File: config.mk
export PLATFORM = sky130hd
export DESIGN_NAME = tfn_cell
export DESIGN_NICKNAME = d
export VERILOG_FILES = /design/src/rtl/assert_macros.svh /design/src/rtl/tfn_pkg.sv /design/src/rtl/tfn_cell.sv
export SDC_FILE = /design/constraint.sdc
export NUM_CORES = 2
export LEC_CHECK = 0
export ABC_CLOCK_PERIOD_IN_PS = 32600
export BUFFER_PORTS_ARGS = -buffer_cell sky130_fd_sc_hd__buf_2
export CORE_AREA = 2 2 770 772
export CTS_CLUSTER_SIZE = 16
export DETAILED_ROUTE_END_ITERATION = 16
export DIE_AREA = 0 0 772 774
export GPL_ROUTABILITY_DRIVEN = 0
export SLEW_MARGIN = 40
export SYNTH_ARGS = -nofsm -noshare
export SYNTH_HDL_FRONTEND = slang
export SYNTH_SLANG_ARGS = --single-unit
export TNS_END_PERCENT = 5
File: constraint.sdc
create_clock -name clk -period 32.6 [get_ports clk]
set_clock_uncertainty 0.1 [all_clocks]
set_input_delay 3.26 -clock clk [delete_from_list [all_inputs] [get_ports clk]]
set_output_delay 3.26 -clock clk [all_outputs]
set_load 0.02 [all_outputs]
File: src/rtl/assert_macros.svh
// assertion macros for the triangle face normal unit
// no dependencies; the checks compile away when SYNTH is set
`ifndef ASSERT_MACROS_SVH
`define ASSERT_MACROS_SVH
`ifndef SYNTH
`define TFN_ASSERT_IMP(lbl, clk, rst, ante, cons, msg) \
  lbl: assert property (@(posedge clk) disable iff (rst) (ante) |-> (cons)) else $error(msg);
`define TFN_ASSERT_ALW(lbl, clk, rst, cond, msg) \
  lbl: assert property (@(posedge clk) disable iff (rst) (cond)) else $error(msg);
`else
`define TFN_ASSERT_IMP(lbl, clk, rst, ante, cons, msg)
`define TFN_ASSERT_ALW(lbl, clk, rst, cond, msg)
`endif
`endif

File: src/rtl/tfn_pkg.sv
// shared constants of the triangle face normal unit
// no dependencies
`default_nettype none
package tfn_pkg;
  localparam int COORD_WIDTH_DEF      = 24;
  localparam int NORMAL_FRAC_BITS_DEF = 16;
  localparam int NUM_AXES             = 3;
  localparam int NUM_COORDS           = 9;
endpackage
`default_nettype wire

File: src/rtl/tfn_cell.sv
// one quotient bit cell: trial step of q^2 * len2 <= c^2 * 2^2F for three axes
// uses tfn_pkg
`default_nettype none
module tfn_cell #(
  parameter int WW  = 137,
  parameter int LW  = 100,
  parameter int QW  = 17,
  parameter int BIT = 0
) (
  input  wire  clk,
  input  wire  rst,
  input  wire  in_valid,
  output logic in_ready,
  input  wire  [LW-1:0] in_len2,
  input  wire  [tfn_pkg::NUM_AXES-1:0][WW-1:0] in_rem,
  input  wire  [tfn_pkg::NUM_AXES-1:0][WW-1:0] in_acc,
  input  wire  [tfn_pkg::NUM_AXES-1:0][QW-1:0] in_q,
  input  wire  [tfn_pkg::NUM_AXES-1:0] in_neg,
  input  wire  in_deg,
  output logic out_valid,
  input  wire  out_ready,
  output logic [LW-1:0] out_len2,
  output logic [tfn_pkg::NUM_AXES-1:0][WW-1:0] out_rem,
  output logic [tfn_pkg::NUM_AXES-1:0][WW-1:0] out_acc,
  output logic [tfn_pkg::NUM_AXES-1:0][QW-1:0] out_q,
  output logic [tfn_pkg::NUM_AXES-1:0] out_neg,
  output logic out_deg
);
  logic [WW-1:0] trial [3];
  logic [2:0] pass;
  logic [WW-1:0] len_w;

  assign in_ready = !out_valid || out_ready;
  assign len_w = WW'(in_len2);

  // trial term 2^(b+1) q len2 + 2^(2b) len2
  always_comb begin
    for (int k = 0; k < 3; k++) begin
      trial[k] = (in_acc[k] << (BIT + 1)) + (len_w << (2 * BIT));
      pass[k]  = (in_rem[k] >= trial[k]);
    end
  end

  always_ff @(posedge clk) begin
    if (rst) out_valid <= 1'b0;
    else if (in_ready) out_valid <= in_valid;
  end

  always_ff @(posedge clk) begin
    if (in_ready) begin
      out_len2 <= in_len2;
      out_neg  <= in_neg;
      out_deg  <= in_deg;
      for (int k = 0; k < 3; k++) begin
        out_rem[k] <= pass[k] ? in_rem[k] - trial[k] : in_rem[k];
        out_acc[k] <= pass[k] ? in_acc[k] + (len_w << BIT) : in_acc[k];
        out_q[k]   <= in_q[k] | (QW'(pass[k]) << BIT);
      end
    end
  end
endmodule
`default_nettype wire

Word-level counts from Yosys, hierarchy flattened. Index checks and enable logic that the tools add are counted.

Logic and storage cells: 36. Output and inout port bits: 979. Input bits: 981. Register bits: 978.

Add/sub/neg operators: 9. Bitwise logic cells: 3. Reductions and logical operators: 2. $lt $le $gt $ge: 3. Mux-type cells: 6.

Operators by type and width (count): adder 137 x 100 -> 137 bit (6); two-way mux 137 bit (6); >= comparator 137 bit (3); subtractor 137 bit (3); bitwise OR 17 x 1 -> 17 bit (3); logical NOT 1 bit (1); logical OR 1 bit (1).

Longest topological paths before layout.
Depth after elaboration: 3. Mapped depth: 35. Depth with buffers taken out: 30.

Worst setup path after synthesis. Ideal clock, no wire load.

Path type: input to output. Start: input port out_ready. End: output port in_ready. Setup slack: 2.597 ns. Required time: 29.240 ns. Stages: 1. Arrival time: 26.643 ns. Buffers on the path: 0. Cell sequence: nand2b_1.

Longest elaborated chain between the ends: 1.

Ends and longest elaborated chain: start: declaration (line tfn_cell.sv:21) `input wire out_ready,`; logical OR 1 bit (line tfn_cell.sv:33) `assign in_ready = !out_valid || out_ready;`; end: declaration (line tfn_cell.sv:13) `output logic in_ready,`.

No other way between the ends.

Worst setup path in the final report.
Start: input port in_len2[5]. End: register out_rem[138] (netlist bit) (data pin).

Longest elaborated chain between the ends: 3.

Ends and longest elaborated chain: start: declaration (line tfn_cell.sv:14) `input wire [LW-1:0] in_len2,`; adder 137 x 100 -> 137 bit (line tfn_cell.sv:39) `trial[k] = (in_acc[k] << (BIT + 1)) + (len_w << (2 * BIT));`; >= comparator 137 bit (line tfn_cell.sv:40) `pass[k] = (in_rem[k] >= trial[k]);`; two-way mux 137 bit (line tfn_cell.sv:55) `out_rem[k] <= pass[k] ? in_rem[k] - trial[k] : in_rem[k];`; end signal: indexed assignment (line tfn_cell.sv:55); end: declaration (line tfn_cell.sv:23) `output logic [tfn_pkg::NUM_AXES-1:0][WW-1:0] out_rem,`.

No other way between the ends. A chain may end at the register's enable or synchronous reset.

==> impl.org <==
** Global route
- First-pass GRT wire length :: approximately 950,000 um
- Number of global-route vias before repair :: 104,578
- The initial antenna violation count is around 390.
- Entering global routing, the biggest net connects approximately 230 pins.
- In the global route stage, overall resource usage came out at about a quarter.
- Overall overflow remaining after global route :: 0

** Detailed routing
- Vias after detailed routing :: about 110k
- After detailed routing, the number of vias per cell comes to slightly above 5.
- Number of nets still failing antenna checks after routing :: 0
- After detailed routing, the average wire length per cell comes to approximately 33 um.
- Overall routed net length :: ~740,000 um
- After the first detailed-routing iteration, the DRC count stood at roughly 13,000.
- Detailed-routing iteration count for the pre-antenna-repair pass :: 7
- For this run, design rule violations remaining after detail routing come to 0.

** Die
- The floorplan has approximately 280 rows.
- Die footprint :: ~600,000 um2
- Ports :: between 1,500 and 2,000
- In this run the standard cell core region covers about 590,000 um2.
- From bottom edge to top edge, the die measures 774 um.
- Die W :: slightly below 800 um
- For this configuration, the core starts out at a cell density of between 10% and 20%.

** Timing
- Sum of negative setup slack :: 0 ns
- Max transition margin :: approximately a third
- Clock period minus final worst setup slack :: around 14 ns
- Setup violations remaining at the end of the flow were counted as 0.
- The max-slew violation count is 0.
- Tightest Pin Transition :: about 1.0 ns
- Dividing the final minimum period by the clock period gives a little over two fifths.
- Max Clock Freq :: about 74 MHz
- The total count of hold-check failures in the final report was 0.
- Setup repair after global routing left no endpoint under its margin.

** Final layout
- Cells with a size suffix above 1 make up around 17% of the layout.
- For this run, the post-layout net count is 16,325.
- Commonest non-fill, non-tap cells in the layout :: sky130_fd_sc_hd__buf_2, sky130_fd_sc_hd__nand2_1, sky130_fd_sc_hd__a21oi_1
- Cells fill about 22% of the core in the end.
- The library cell used most frequently in the layout, excluding fill and tap cells, is sky130_fd_sc_hd__buf_2.
- Relative to the synthesized area, the layout overhead comes to 23.4%.

** Yosys
- Counting flops with a built-in enable in the synthesized netlist gives approximately 980.
- Number of distinct standard cells referenced by the synthesized netlist :: 96
- Count of mapped cells out of synthesis :: 12,700
- Summed over all instances, the cell type with the most area after synthesis is sky130_fd_sc_hd__edfxtp_1.
- After synthesis, the mean cell area works out to between 8 and 9 um2.
- Yosys attributes the largest share of cell area to sky130_fd_sc_hd__edfxtp_1, sky130_fd_sc_hd__ha_1, sky130_fd_sc_hd__a21oi_1.
- The most used flip-flop cell after synthesis is sky130_fd_sc_hd__edfxtp_1.
- The synthesized design devotes to its leading area cell type around 29% of total area.
- Syn Nets :: roughly 15,000
- Of the synthesized area, sequential elements account for ~29%.
- After synthesis the netlist holds a flip-flop and latch count of 978.
- The Yosys step of the flow raised 0 warnings.
- Asr flop ratio synth :: 0%
- Syn Std Cell Area :: between 100,000 and 150,000 um2

** Place
- Hpwl dp :: ~640,000 um
- The count of buffers added on input and output ports is around 2,000.

** Worst hold path
- In this run the worst hold path is classified as reg2reg.

** Clocking
- The number of clock buffers added by TritonCTS is ~150.
- CTS tree :: built
- Counting every sink on the clock net gives roughly 1,000.
- The number of gates resized after CTS was 0.
- Number of buffers between clock root and the deepest sink :: 4
- The number of setup buffers added after CTS is 0.
- Root buf cell :: sky130_fd_sc_hd__clkbuf_16
- After clock tree synthesis, the clock-pin slew on the worst setup and hold paths is about 0.080 ns.
- Number of buffers added to fix hold violations after cts :: 0
- The later pin in the worst-skew pair is clocked with a latency of slightly below 0.9 ns.
- In this run the number of H-tree levels came out at 4.

** Pwr
- The worst-case IR drop observed on VDD is between 0.04 and 0.05 mV.
- Leakage Power :: between 50 and 60 nW
- Power density normalized to cell area :: ~56 nW/um2

** Worst setup path
- For this run, the slowest stage of the critical path takes between 0.7 and 0.8 ns.
- STA classifies the critical path endpoint as a register.
- Cell type group with the largest total delay on the critical path :: compound AO/OA/AOI/OAI gates
- Crit path buffers/inverters :: 7
- Along the worst path, the maximum fanout reaches 163.
- Crit Path Class :: in2reg
- Cell type of the slowest stage on the worst timing path :: sky130_fd_sc_hd__o31ai_1
- Data on the critical path arrives at its endpoint at approximately 14 ns.
- The worst register-to-register path has a setup slack of 28.07 ns.
- Type of origin of the critical path :: primary input
- Critical Path RT :: 33.09 ns

** Job
- Number of max-cap violations :: 0

** Status
- Outcome :: finished, final reports clean
==> per-stage QoR <==
stage               setup WS [ns]  total power [mW]  hold WS [ns]  std cells  area, um2
floorplan                    2.60              3.89          3.23      12700     103000
global placement            17.77              5.40         0.805      21982     121000
detailed placement          18.04              5.42         0.835      21985     121000
CTS                         19.01              7.16         0.875      22244     126000
global route                18.69              7.49         0.897      22299     127000
finish                      19.01              7.15         0.826      22416     127000
==> worst paths after layout <==
| kind | from | to | cells after the start |
|---|---|---|---|
| min | out_valid$_SDFFE_PP0P_ | out_rem[298]$_DFFE_PP_ | 1 |
| min reg2reg | out_valid$_SDFFE_PP0P_ | out_rem[298]$_DFFE_PP_ | 1 |
| max | in_len2[5] | out_rem[138]$_DFFE_PP_ | 30 |
| max reg2reg | out_valid$_SDFFE_PP0P_ | out_q[40]$_DFFE_PP_ | 6 |
==> power breakdown <==
part	switching, mW	internal, mW	total (mW)
Clock	0.743	0.946	1.69
Combinational	2.58	1.08	3.66
Sequential	0.122	1.68	1.80
==> sequential cells by signal, summed over array words and instances, names as in the netlist <==
name       cells
out_acc      411
out_valid      1
out_neg        3
out_deg        1
out_len2     100
out_q         51
out_rem      411
==> cells by family after synthesis <==
| group | Yosys count | share of synthesized area, % |
|---|---|---|
| AO/OA/AOI/OAI | 4504 | 26.6 |
| adder cells (fa/ha/maj) | 1017 | 12.4 |
| XOR/XNOR | 1194 | 10.2 |
| multiplexers | 31 | 0.335 |
| AND/OR/NAND/NOR | 3973 | 18.1 |
| flip-flops | 978 | 28.6 |
| buffers and inverters | 1003 | 3.75 |
==> synth_stat cells (14+ instances only) <==
cell type	instances
sky130_fd_sc_hd__inv_1	346
sky130_fd_sc_hd__nand3b_1	19
sky130_fd_sc_hd__a41oi_1	32
sky130_fd_sc_hd__buf_2	51
sky130_fd_sc_hd__o41ai_1	19
sky130_fd_sc_hd__o21bai_1	246
sky130_fd_sc_hd__o21a_1	90
sky130_fd_sc_hd__edfxtp_1	977
sky130_fd_sc_hd__o221ai_1	33
sky130_fd_sc_hd__nor3b_1	16
sky130_fd_sc_hd__o21ai_0	1216
sky130_fd_sc_hd__o31a_1	19
sky130_fd_sc_hd__nor2_1	715
sky130_fd_sc_hd__a211oi_1	79
sky130_fd_sc_hd__a311oi_1	17
sky130_fd_sc_hd__a211o_1	21
sky130_fd_sc_hd__or4_1	33
sky130_fd_sc_hd__clkbuf_1	586
sky130_fd_sc_hd__o31ai_1	77
sky130_fd_sc_hd__a221o_1	23
sky130_fd_sc_hd__and4_1	49
sky130_fd_sc_hd__a221oi_1	44
sky130_fd_sc_hd__a31oi_1	128
sky130_fd_sc_hd__o211ai_1	51
sky130_fd_sc_hd__nand4_1	414
sky130_fd_sc_hd__a21boi_0	50
sky130_fd_sc_hd__xnor2_1	686
sky130_fd_sc_hd__a21o_1	643
sky130_fd_sc_hd__ha_1	1008
sky130_fd_sc_hd__o21ai_1	178
sky130_fd_sc_hd__o2111ai_1	20
sky130_fd_sc_hd__and2_1	61
sky130_fd_sc_hd__and3_1	110
sky130_fd_sc_hd__nand3_1	233
sky130_fd_sc_hd__or3_1	55
sky130_fd_sc_hd__a21oi_1	1365
sky130_fd_sc_hd__nor4_1	71
sky130_fd_sc_hd__xor2_1	508
sky130_fd_sc_hd__nand2b_1	98
sky130_fd_sc_hd__mux2_1	14
sky130_fd_sc_hd__nor3_1	227
sky130_fd_sc_hd__a2111oi_0	16
sky130_fd_sc_hd__or2_2	36
sky130_fd_sc_hd__nand2_1	1688
sky130_fd_sc_hd__nor2b_1	98
==> per-layer routing <==
metal  share of wire (%)  GRT usage [%]
met3                  12           9.84
met2                  41           34.6
met5                0.18              0
met1                  37           26.3
met4                 9.6           17.8
==> area by class of cell <==
type	instances	area [um2]
diodes	167	418
clock buffers	161	3710
clock inverters	98	1090
fillers	65515	462000
inverters	347	1300
multi-input cells	10719	69900
flip-flops and latches	978	29400
well taps	7810	9770
repair buffers	2136	11300
Note: power is estimated with default switching activity, not from simulation.
